==> config.mk <==
export PLATFORM = sky130hd
export DESIGN_NAME = text_to_integer_parser
export DESIGN_NICKNAME = d
export VERILOG_FILES = /design/src/rtl/core/ttip_pkg.sv /design/src/rtl/core/text_to_integer_parser.sv /design/src/rtl/core/ttip_mac.sv
export SDC_FILE = /design/constraint.sdc
export NUM_CORES = 2
export LEC_CHECK = 0
export BUFFER_PORTS_ARGS = -buffer_cell sky130_fd_sc_hd__buf_2
export CAP_MARGIN = 10
export CELL_PAD_IN_SITES_DETAIL_PLACEMENT = 1
export CELL_PAD_IN_SITES_GLOBAL_PLACEMENT = 1
export CORE_MARGIN = 2
export CORE_UTILIZATION = 50
export CTS_BUF_LIST = sky130_fd_sc_hd__clkbuf_4
export CTS_CLUSTER_DIAMETER = 200
export CTS_CLUSTER_SIZE = 40
export DETAILED_ROUTE_END_ITERATION = 7
export MAX_ROUTING_LAYER = met4
export PLACE_DENSITY_LB_ADDON = 0.12
export REMOVE_ABC_BUFFERS = 1
export SLEW_MARGIN = 20
export SYNTH_ARGS = -nofsm -noshare
export SYNTH_HDL_FRONTEND = slang
export SYNTH_SLANG_ARGS = --single-unit
export TNS_END_PERCENT = 10
==> constraint.sdc <==
create_clock -name clock -period 12.3 [get_ports clock]
set_input_delay 2.46 -clock clock [delete_from_list [all_inputs] [get_ports clock]]
set_output_delay 2.46 -clock clock [all_outputs]
set_load 0.03 [all_outputs]
==> src/rtl/core/ttip_pkg.sv <==
package ttip_pkg;

   localparam int COUNT_WIDTH = 16;
   localparam int VALUE_WIDTH = 64;
   localparam int BASE_WIDTH  = 6;
   localparam int CHAR_WIDTH  = 8;
   localparam int OUT_COUNT_WIDTH = 16;

   localparam logic [BASE_WIDTH-1:0] MAX_RADIX = 6'd36;
   localparam logic [BASE_WIDTH-1:0] HEX_RADIX = 6'd16;
   localparam logic [BASE_WIDTH-1:0] DEC_RADIX = 6'd10;
   localparam logic [BASE_WIDTH-1:0] OCT_RADIX = 6'd8;
   localparam logic [BASE_WIDTH-1:0] NO_DIGIT  = 6'd63;

   localparam logic [CHAR_WIDTH-1:0] CH_ZERO  = 8'h30;
   localparam logic [CHAR_WIDTH-1:0] CH_LOW_X = 8'h78;
   localparam logic [CHAR_WIDTH-1:0] CH_UP_X  = 8'h58;
   localparam logic [CHAR_WIDTH-1:0] CH_MINUS = 8'h2D;
   localparam logic [CHAR_WIDTH-1:0] CH_PLUS  = 8'h2B;
   localparam logic [CHAR_WIDTH-1:0] CH_SPACE = 8'h20;

   localparam logic [1:0] ST_OK        = 2'd0;
   localparam logic [1:0] ST_NO_DIGITS = 2'd1;
   localparam logic [1:0] ST_RANGE     = 2'd2;
   localparam logic [1:0] ST_BAD_BASE  = 2'd3;

   localparam logic CSR_NUMBER_BASE   = 1'b0;
   localparam logic CSR_SIGNED_RESULT = 1'b1;

   localparam logic [VALUE_WIDTH-1:0] SIGNED_MAX = {1'b0, {(VALUE_WIDTH-1){1'b1}}};
   localparam logic [VALUE_WIDTH-1:0] SIGNED_MIN = {1'b1, {(VALUE_WIDTH-1){1'b0}}};

   typedef enum logic [5:0] {
      PH_DONE   = 6'b000001,
      PH_LEAD   = 6'b000010,
      PH_BODY   = 6'b000100,
      PH_ZERO   = 6'b001000,
      PH_XSEEN  = 6'b010000,
      PH_DIGITS = 6'b100000
   } phase_type;

   function automatic logic [BASE_WIDTH-1:0] digit_value(input logic [CHAR_WIDTH-1:0] c);
      logic [CHAR_WIDTH-1:0] d;
      d = CHAR_WIDTH'(NO_DIGIT);
      if (c inside {[8'h30:8'h39]}) begin
         d = c - 8'h30;
      end else if (c inside {[8'h61:8'h7A]}) begin
         d = c - 8'h57;
      end else if (c inside {[8'h41:8'h5A]}) begin
         d = c - 8'h37;
      end
      return d[BASE_WIDTH-1:0];
   endfunction

   function automatic logic is_space(input logic [CHAR_WIDTH-1:0] c);
      return (c == CH_SPACE) || (c inside {[8'h09:8'h0D]});
   endfunction

endpackage

==> src/rtl/core/text_to_integer_parser.sv <==
// Streaming text-to-integer converter with strtol / strtoul behavior, 64-bit.
// Input channel req_*: one byte of text per word in req_tdata; req_tuser marks
// the first byte of a new conversion. Leading whitespace and one sign are
// skipped, base 0 detects 0x / 0 prefixes, digits accumulate per byte.
// Result channel rsp_*: one word per conversion, issued on the byte that ends
// the number (the first non-digit, or the start byte itself for a bad base).
// Bytes that arrive with no conversion open give no result.
// Config port csr_*: index 0 is number_base (reset 10), index 1 signed_result
// (reset 1); write only while the block is idle. The base is captured on a
// start byte.
// Throughput is one byte per cycle while req_tready is high; the multiply-add
// of the running value by the radix and its carry-out check are combinational.
// rsp_tvalid rises in the cycle after the terminating byte is accepted.
// When rsp_tready is low the result register holds its word; req_tready stays
// high as long as the result register is empty or being drained this cycle.
// Synchronous reset clears the result valid flag and the parse state; the block
// then ignores bytes until one arrives with req_tuser set.
module text_to_integer_parser (
   input  logic        clock,
   input  logic        reset,
   input  logic        req_tvalid,
   output logic        req_tready,
   input  logic [7:0]  req_tdata,   // [7:0] text_char
   input  logic        req_tuser,   // [0] string_start
   output logic        rsp_tvalid,
   input  logic        rsp_tready,
   output logic [87:0] rsp_tdata,   // [63:0] result_value, [65:64] result_status,
                                    // [81:66] chars_consumed, [87:82] zero
   input  logic        csr_we,
   input  logic        csr_index,
   input  logic [5:0]  csr_wdata
);

   localparam int VW = ttip_pkg::VALUE_WIDTH;
   localparam int BW = ttip_pkg::BASE_WIDTH;
   localparam int CW = ttip_pkg::COUNT_WIDTH;
   localparam int OW = ttip_pkg::OUT_COUNT_WIDTH;

   logic [BW-1:0] cfg_base_ff;
   logic          cfg_signed_ff;

   ttip_pkg::phase_type phase_ff, phase_in, c_phase;
   logic [VW-1:0] mag_ff, mag_in, c_mag;
   logic          neg_ff, neg_in, c_neg;
   logic          ovf_ff, ovf_in, c_ovf;
   logic          dig_ff, dig_in, c_dig;
   logic [BW-1:0] base_ff, base_in, c_base;
   logic [CW-1:0] pos_ff, pos_in, c_pos;
   logic [CW-1:0] zpos_ff, zpos_in, c_zpos;

   logic          rsp_valid_ff, rsp_valid_in;
   logic [VW-1:0] rsp_value_ff;
   logic [1:0]    rsp_status_ff;
   logic [OW-1:0] rsp_count_ff;

   logic          accept, start, base_bad;
   logic [7:0]    ch;
   logic [BW-1:0] digit, mac_base;
   logic [VW-1:0] mac_mag;
   logic          mac_ovf;
   logic [CW-1:0] pos_bump, fin_pos;
   logic [VW-1:0] fin_value, emit_value;
   logic [1:0]    fin_status, emit_status;
   logic [OW-1:0] fin_count, emit_count;
   logic          do_digit, do_finish, emit;

   assign accept     = req_tvalid && req_tready;
   assign req_tready = !rsp_valid_ff || rsp_tready;
   assign start      = req_tuser;
   assign ch         = req_tdata;
   assign digit      = ttip_pkg::digit_value(ch);
   assign base_bad   = (cfg_base_ff == BW'(1)) || (cfg_base_ff > ttip_pkg::MAX_RADIX);

   assign c_phase = start ? ttip_pkg::PH_LEAD : phase_ff;
   assign c_mag   = start ? '0 : mag_ff;
   assign c_neg   = start ? 1'b0 : neg_ff;
   assign c_ovf   = start ? 1'b0 : ovf_ff;
   assign c_dig   = start ? 1'b0 : dig_ff;
   assign c_base  = start ? cfg_base_ff : base_ff;
   assign c_pos   = start ? '0 : pos_ff;
   assign c_zpos  = start ? '0 : zpos_ff;

   assign pos_bump = (c_pos != {CW{1'b1}}) ? c_pos + CW'(1) : c_pos;

   always_comb begin
      case (c_phase)
         ttip_pkg::PH_LEAD,
         ttip_pkg::PH_BODY:  mac_base = (c_base == '0) ? ttip_pkg::DEC_RADIX : c_base;
         ttip_pkg::PH_ZERO:  mac_base = (c_base == '0) ? ttip_pkg::OCT_RADIX : c_base;
         ttip_pkg::PH_XSEEN: mac_base = ttip_pkg::HEX_RADIX;
         default:            mac_base = c_base;
      endcase
   end

   ttip_mac u_mac (
      .magnitude      (c_mag),
      .base           (mac_base),
      .digit          (digit),
      .next_magnitude (mac_mag),
      .overflow       (mac_ovf)
   );

   always_comb begin
      fin_pos    = (c_phase == ttip_pkg::PH_XSEEN) ? c_zpos : c_pos;
      fin_count  = OW'(fin_pos);
      fin_value  = c_neg ? (VW'(0) - c_mag) : c_mag;
      fin_status = ttip_pkg::ST_OK;
      if (!c_dig) begin
         fin_value  = '0;
         fin_status = ttip_pkg::ST_NO_DIGITS;
         fin_count  = '0;
      end else if (cfg_signed_ff) begin
         if (c_ovf || (!c_neg && c_mag[VW-1]) ||
             (c_neg && c_mag[VW-1] && (|c_mag[VW-2:0]))) begin
            fin_value  = c_neg ? ttip_pkg::SIGNED_MIN : ttip_pkg::SIGNED_MAX;
            fin_status = ttip_pkg::ST_RANGE;
         end
      end else if (c_ovf) begin
         fin_value  = {VW{1'b1}};
         fin_status = ttip_pkg::ST_RANGE;
      end
   end

   always_comb begin
      phase_in    = phase_ff;
      mag_in      = mag_ff;
      neg_in      = neg_ff;
      ovf_in      = ovf_ff;
      dig_in      = dig_ff;
      base_in     = base_ff;
      pos_in      = pos_ff;
      zpos_in     = zpos_ff;
      do_digit    = 1'b0;
      do_finish   = 1'b0;
      emit        = 1'b0;
      emit_value  = fin_value;
      emit_status = fin_status;
      emit_count  = fin_count;
      if (accept) begin
         phase_in = c_phase;
         mag_in   = c_mag;
         neg_in   = c_neg;
         ovf_in   = c_ovf;
         dig_in   = c_dig;
         base_in  = c_base;
         pos_in   = c_pos;
         zpos_in  = c_zpos;
         if (start && base_bad) begin
            phase_in    = ttip_pkg::PH_DONE;
            emit        = 1'b1;
            emit_value  = '0;
            emit_status = ttip_pkg::ST_BAD_BASE;
            emit_count  = '0;
         end else begin
            case (c_phase)
               ttip_pkg::PH_LEAD,
               ttip_pkg::PH_BODY: begin
                  if (c_phase == ttip_pkg::PH_LEAD && ttip_pkg::is_space(ch)) begin
                     pos_in = pos_bump;
                  end else if (c_phase == ttip_pkg::PH_LEAD &&
                               (ch == ttip_pkg::CH_PLUS || ch == ttip_pkg::CH_MINUS)) begin
                     neg_in   = (ch == ttip_pkg::CH_MINUS);
                     pos_in   = pos_bump;
                     phase_in = ttip_pkg::PH_BODY;
                  end else if ((c_base == '0 || c_base == ttip_pkg::HEX_RADIX) &&
                               ch == ttip_pkg::CH_ZERO) begin
                     mag_in   = '0;
                     dig_in   = 1'b1;
                     pos_in   = pos_bump;
                     zpos_in  = pos_bump;
                     phase_in = ttip_pkg::PH_ZERO;
                  end else begin
                     base_in  = mac_base;
                     phase_in = ttip_pkg::PH_DIGITS;
                     do_digit = 1'b1;
                  end
               end
               ttip_pkg::PH_ZERO: begin
                  if (ch == ttip_pkg::CH_LOW_X || ch == ttip_pkg::CH_UP_X) begin
                     pos_in   = pos_bump;
                     phase_in = ttip_pkg::PH_XSEEN;
                  end else begin
                     base_in  = mac_base;
                     phase_in = ttip_pkg::PH_DIGITS;
                     do_digit = 1'b1;
                  end
               end
               ttip_pkg::PH_XSEEN: begin
                  if (digit < ttip_pkg::HEX_RADIX) begin
                     base_in  = ttip_pkg::HEX_RADIX;
                     phase_in = ttip_pkg::PH_DIGITS;
                     do_digit = 1'b1;
                  end else begin
                     pos_in    = c_zpos;
                     do_finish = 1'b1;
                  end
               end
               ttip_pkg::PH_DIGITS: begin
                  do_digit = 1'b1;
               end
               default: begin
               end
            endcase
            if (do_digit) begin
               if (digit >= mac_base) begin
                  do_finish = 1'b1;
               end else begin
                  if (mac_ovf) begin
                     ovf_in = 1'b1;
                  end else begin
                     mag_in = mac_mag;
                  end
                  dig_in = 1'b1;
                  pos_in = pos_bump;
               end
            end
            if (do_finish) begin
               phase_in = ttip_pkg::PH_DONE;
               emit     = 1'b1;
            end
         end
      end
   end

   always_comb begin
      rsp_valid_in = rsp_valid_ff;
      if (accept && emit) begin
         rsp_valid_in = 1'b1;
      end else if (rsp_tready) begin
         rsp_valid_in = 1'b0;
      end
   end

   always_ff @(posedge clock) begin
      if (reset) begin
         cfg_base_ff   <= ttip_pkg::DEC_RADIX;
         cfg_signed_ff <= 1'b1;
         phase_ff      <= ttip_pkg::PH_DONE;
         mag_ff        <= '0;
         neg_ff        <= 1'b0;
         ovf_ff        <= 1'b0;
         dig_ff        <= 1'b0;
         base_ff       <= ttip_pkg::DEC_RADIX;
         pos_ff        <= '0;
         zpos_ff       <= '0;
         rsp_valid_ff  <= 1'b0;
      end else begin
         if (csr_we && csr_index == ttip_pkg::CSR_NUMBER_BASE) begin
            cfg_base_ff <= csr_wdata;
         end
         if (csr_we && csr_index == ttip_pkg::CSR_SIGNED_RESULT) begin
            cfg_signed_ff <= csr_wdata[0];
         end
         phase_ff     <= phase_in;
         mag_ff       <= mag_in;
         neg_ff       <= neg_in;
         ovf_ff       <= ovf_in;
         dig_ff       <= dig_in;
         base_ff      <= base_in;
         pos_ff       <= pos_in;
         zpos_ff      <= zpos_in;
         rsp_valid_ff <= rsp_valid_in;
      end
   end

   always_ff @(posedge clock) begin
      if (accept && emit) begin
         rsp_value_ff  <= emit_value;
         rsp_status_ff <= emit_status;
         rsp_count_ff  <= emit_count;
      end
   end

   assign rsp_tvalid = rsp_valid_ff;
   assign rsp_tdata  = {6'b0, rsp_count_ff, rsp_status_ff, rsp_value_ff};

`ifndef ASSERT_OFF
   a_emit_valid: assert property (@(posedge clock) disable iff (reset)
      (accept && emit) |=> rsp_valid_ff)
      else $error("result word not registered");

   a_idle_silent: assert property (@(posedge clock) disable iff (reset)
      (accept && !start && phase_ff == ttip_pkg::PH_DONE) |-> !emit)
      else $error("result issued with no conversion open");

   a_bad_base_zero: assert property (@(posedge clock) disable iff (reset)
      (rsp_valid_ff && rsp_status_ff == ttip_pkg::ST_BAD_BASE) |->
         (rsp_value_ff == '0 && rsp_count_ff == '0))
      else $error("bad base result not zero");

   a_no_digit_zero: assert property (@(posedge clock) disable iff (reset)
      (rsp_valid_ff && rsp_status_ff == ttip_pkg::ST_NO_DIGITS) |->
         (rsp_value_ff == '0 && rsp_count_ff == '0))
      else $error("no-digit result not zero");

   a_ovf_has_digit: assert property (@(posedge clock) disable iff (reset)
      ovf_ff |-> dig_ff)
      else $error("overflow without digits");
`endif

endmodule

==> src/rtl/core/ttip_mac.sv <==
module ttip_mac (
   input  logic [ttip_pkg::VALUE_WIDTH-1:0] magnitude,
   input  logic [ttip_pkg::BASE_WIDTH-1:0]  base,
   input  logic [ttip_pkg::BASE_WIDTH-1:0]  digit,
   output logic [ttip_pkg::VALUE_WIDTH-1:0] next_magnitude,
   output logic                             overflow
);

   localparam int PROD_WIDTH = ttip_pkg::VALUE_WIDTH + ttip_pkg::BASE_WIDTH;

   logic [PROD_WIDTH-1:0] prod;

   assign prod = PROD_WIDTH'(magnitude) * PROD_WIDTH'(base) + PROD_WIDTH'(digit);
   assign next_magnitude = prod[ttip_pkg::VALUE_WIDTH-1:0];
   assign overflow = |prod[PROD_WIDTH-1:ttip_pkg::VALUE_WIDTH];

endmodule

## Word level (Yosys, flattened, before mapping)

Cells that the tools add are included.

- Equal/unequal tests: 14
- Add/sub/neg operators: 6
- $mul: 1
- Reduce and logical (&&, ||, !) cells: 30
- Mux-type cells: 104
- Bitwise gates (word level): 1
- $lt $le $gt $ge: 11

Operator list:

| operator | number |
|---|---|
| 64-bit 2-to-1 mux | 17 |
| 16-bit 2-to-1 mux | 20 |
| 6-bit 2-to-1 mux | 20 |
| 70-bit by 6-bit adder with 70-bit output | 1 |
| 64-bit by 6-bit multiplier with 70-bit output | 1 |
| 1-bit by 64-bit subtractor with 64-bit output, first input constant | 1 |
| 63-bit OR reduction | 1 |
| 6-bit one-hot mux with 3 select lines | 3 |
| 16-bit one-hot mux with 3 select lines | 1 |
| 1-bit 2-to-1 mux | 36 |
| 8-bit by 6-bit == test with 1-bit output, second input constant | 4 |
| 16-bit by 1-bit adder with 16-bit output, second input constant | 1 |
| 8-bit by 7-bit == test with 1-bit output, second input constant | 2 |
| 8-bit by 7-bit >= comparator with 1-bit output, second input constant | 2 |
| 8-bit by 7-bit less-or-equal comparator with 1-bit output, second input constant | 2 |
| 16-bit != test, second input constant | 1 |
| 1-bit logical AND | 15 |
| 6-bit by 5-bit == test with 1-bit output, second input constant | 2 |
| 2-bit 2-to-1 mux | 6 |
| 6-bit subtractor, second input constant | 2 |
| 8-bit by 4-bit >= comparator with 1-bit output, second input constant | 1 |
| 8-bit by 6-bit >= comparator with 1-bit output, second input constant | 1 |
| 8-bit by 4-bit less-or-equal comparator with 1-bit output, second input constant | 1 |
| 8-bit by 6-bit less-or-equal comparator with 1-bit output, second input constant | 1 |
| other kinds (17) | 25 |

- Input port bits: 21
- Register bits: 201
- Word-level logic and storage cells: 181
- Output and inout bits: 90

## Longest topological paths before layout

- Word-level depth: 18
- Mapped depth: 32
- Depth with buffers taken out: 28

## Hierarchy

Synthesis repeated with hierarchy kept, for this count alone.

- Cell total of the unflattened synthesis: 2767
- Area total of the unflattened synthesis: 24641.1 um2

By module, submodules not included:

| module | area an instance (um2) | seq. area each (um2) | cells an instance | times used |
|---|---|---|---|---|
| ttip_mac | 13035.0 | 0.0 | 1433 | 1 |
| text_to_integer_parser | 11606.1 | 4844.6 | 1334 | 1 |

## Least setup slack after synthesis

OpenSTA, ideal clock, no wires.

- Path kind: in2reg
- From: input req_tuser
- To: register mag_ff[34]
- Required time: 12.183 ns
- Library setup time: 0.117 ns
- Setup slack: 2.379 ns
- Stages: 27
- Data arrival time: 9.805 ns
- Buffers on the path: 8
- Cell sequence: clkbuf_1 clkbuf_1 clkbuf_1 buf_2 buf_1 mux2_2 nand2_1 clkbuf_1 nor2_1 fa_1 fa_1 fa_1 ha_1 ha_1 clkbuf_1 and3_1 nor3b_1 a211oi_1 nand3_1 a311oi_1 o21ai_1 a2111o_1 a311oi_1 and4_1 a21oi_2 clkbuf_1 a22o_1

- Longest elaborated chain between the ends: 12
- Elaborated cells between the ends (all ways): 37
- Classes of those cells: add/sub (1); mul (1); order compare (1); eq/ne (6); mux (20); reduce/logical (8)

RTL lines:

| what | RTL line | RTL |
|---|---|---|
| start, declared | text_to_integer_parser.sv:24 | `input logic req_tuser,` |
| parallel branches: the longest is 11 deep, another holds 64-bit by 6-bit multiplier with 70-bit output | -- |  |
| 64-bit 2-to-1 mux * | text_to_integer_parser.sv:148 | `if (start && base_bad) begin` |
| end signal, assigned | text_to_integer_parser.sv:255 | `mag_ff <= mag_in;` |
| end, declared | text_to_integer_parser.sv:43 | `logic [VW-1:0] mag_ff, mag_in, c_mag;` |

Every way passes the cells marked *. The select of a mux whose other input is x is not followed.
A chain may end at the register's enable or synchronous reset.

## Worst setup path in the final report

- From: input req_tuser
- To: register mag_ff[11]

The elaborated chain is that of the path after synthesis.

==> impl_metrics.json <==
{
  "ys_seq_elements": 201,
  "relSlewSlack": 0.173,
  "peakVddDrop_mv": 0.0734,
  "grt.total_usage": 0.337,
  "gr-total-overflow": 0,
  "tightest_slew_ns": 1.23,
  "yosys-top-cells-area": "fa_1 22%, edfxtp_1 11%, dfxtp_1 10%, nor2_1 9.4%, ha_1 8.8%",
  "clock_skew_ns": 0.210,
  "ios": 111,
  "die_y_um": 219,
  "yosysWarnings": 0,
  "drive_gt1_frac": 0.0722,
  "cts.clk_slew.worst_paths_ns": 0.43,
  "antenna_found_initial": 4,
  "drtIter0Drc": 1435,
  "ys_seq_area_frac": 0.209,
  "slew_viol_final": 0,
  "cts-resized-gates": 0,
  "clock_path_buffers": 3,
  "critPathKind": "in2reg",
  "worst-path-max-fanout": 86,
  "crit_arrival_ns": 11.03,
  "drtAntennaViolNets": 0,
  "fp.dieW_um": 219,
  "yosysTopAreaCell": "fa_1",
  "gp_congestion": 0.940,
  "dieArea_um2": 48100,
  "clk_latency_ns": 0.86,
  "synth.distinct_cells": 80,
  "grt_pass1_vias": 21900,
  "drv_cap": 0,
  "start_util": 0.509,
  "period_needed_ns": 10.21,
  "vias_per_cell": 6.27,
  "start_kind": "primary input",
  "min_path_type": "reg2reg",
  "p_per_area_nw_per_um2": 51.6,
  "worst_path_most_repeated_cell": "buf_4",
  "min_period_over_period": 0.830,
  "ctsHoldBuffers": 0,
  "drt_wl_total_mm": 77.9,
  "synth.avg_cell_area_um2": 8.57,
  "finalSetupViolations": 0,
  "fillers": 5425,
  "syn_area_um2": 23200,
  "finalHoldViolations": 0,
  "slowest_stage": "buf_4",
  "drc": 0,
  "finalNonFillerCells": 3288,
  "place_hpwl_mm": 60.1,
  "required_ns": 13.11,
  "cts_tree": "built",
  "nets": 3120,
  "post_cts_buffers": 0,
  "num_vias": 20600,
  "cts_max_level": 1,
  "post_drt_wl_per_cell_um": 23.7,
  "io_buffers": 104,
  "slowest_delay_ns": 0.69,
  "synth_edf_count": 82,
  "setup_tns_ns": 0,
  "rsz0062_at_grt": "false",
  "dp_cells": 3273,
  "outcome": "complete, no violations",
  "core_um2": 45600,
  "synth_top_area_frac": 0.217,
  "cts_made_buffers": 9,
  "leakagePower_nw": 11.0,
  "cts_root_buf": "clkbuf_4",
  "cts_sinks": 201,
  "endpoint_kind": "register",
  "synthFlopType": "dfxtp_1",
  "rows": 78,
  "async_reset_ff_frac": 0,
  "grt_pass1_wl_mm": 124,
  "syn_inst": 2705,
  "syn2layout_area_growth_pct": 4.24,
  "clock.fmax_mhz": 97.9,
  "dr.pass1.iters": 6,
  "grt_max_degree": 87
}
## cells in the mapped netlist (23+ instances only)
master    instances
nor3_1           34
o21ai_0          80
a22o_1           68
ha_1            163
o21bai_1         25
nand2_1         149
a21oi_1         209
a21o_1           36
nand2b_1         89
edfxtp_1         82
xor2_1           47
nand4_1          36
fa_1            252
clkbuf_1        134
o31ai_1          23
dfxtp_1         119
nor2b_1          29
inv_1            98
nor2_1          583
nand3_1          29
xnor2_1          92
## area by class of cell
type	instances	area, µm²	share of cell area
Antenna cell	2	5.00	0.000207
Clock buffer	11	82.6	0.00342
Clock inverter	2	35.0	0.00145
Inverter	99	373	0.0154
Multi-Input combinational cell	2234	17300	0.714
Sequential cell	201	4850	0.200
Tap cell	600	751	0.0310
Timing Repair Buffer	139	811	0.0335
## registers in the layout, indices dropped and copies added, names as in the netlist
name           count
zpos_ff           16
base_ff            6
rsp_value_ff      64
rsp_status_ff      2
pos_ff            16
cfg_base_ff        6
rsp_count_ff      16
cfg_signed_ff      1
neg_ff             1
mag_ff            64
ovf_ff             1
dig_ff             1
phase_ff           6
rsp_tvalid         1
## metal layers
layer,vias to the layer above,routed length [µm],global-route usage
met1,10600,33800,0.430
met3,158,3800,0.0398
met5,-,0,-
li1,9275,-,-
met2,632,37400,0.554
met4,0,2920,0.119
## layout by cell type, fill, tap and decap left out, types with 80 or more instances in the layout
cell type / n
dfxtp_1: 118
edfxtp_1: 82
fa_1: 252
nand2_1: 146
nor2_1: 583
inv_1: 97
ha_1: 163
nand2b_1: 88
xnor2_1: 92
buf_2: 103
o21ai_0: 80
a21oi_1: 209
## path summary, 6_finish.rpt
kind,start,to,slack (ns),cells past startpoint
hold / removal,dig_ff$_SDFFE_PP0P_,dig_ff$_SDFFE_PP0P_,0.51,2
setup reg to reg,phase_ff[1]$_SDFFE_PP0P_,mag_ff[11]$_SDFFE_PP0P_,3.30,27
hold reg to reg,dig_ff$_SDFFE_PP0P_,dig_ff$_SDFFE_PP0P_,0.51,2
setup / recovery,req_tuser,mag_ff[11]$_SDFFE_PP0P_,2.09,26
## critical path: cells and delay by family
| kind | cells | cell delay, ns |
|---|---|---|
| xor+xnor | 1 | 0.12 |
| simple gates | 8 | 2.77 |
| fa+ha+maj | 5 | 2.25 |
| buf+inv | 7 | 1.97 |
| mux | 1 | 0.31 |
| compound gates | 4 | 1.02 |
## per-stage QoR
step                      hold slack (ns)  utilization  setup WS [ns]  area, µm²  power, mW
final                               0.506        0.531           2.09      24200       1.25
after global routing                0.532        0.531           1.66      24200       1.29
after CTS                           0.501        0.530           2.18      24200       1.25
after detailed placement            0.476        0.528           1.33      24100      0.967
after global placement              0.434        0.528           1.62      24100      0.959
after floorplan                     0.421            -           1.57      22500      0.868
## cells by family (layout without fill, tap and decap cells)
logic type | count (synthesis) | count (layout) | share of synthesized area
AOI/OAI and AO/OA | 606 | 606 | 0.172
xor gates and xnor gates | 139 | 139 | 0.0525
and+or+nand+nor | 1054 | 1054 | 0.206
muxes | 14 | 14 | 0.00642
DFF | 201 | 201 | 0.209
adders and majority gates | 415 | 415 | 0.305
other | 1 | 8 | 0.000162
buffers and inverters | 275 | 251 | 0.0488
## report_power, final
group	leakage, nW	switching [mW]	internal, mW
Sequential	1.77	0.0111	0.717
Combinational	9.16	0.174	0.0585
Clock	0.0659	0.242	0.0467
(Power assumes the default switching activity.)
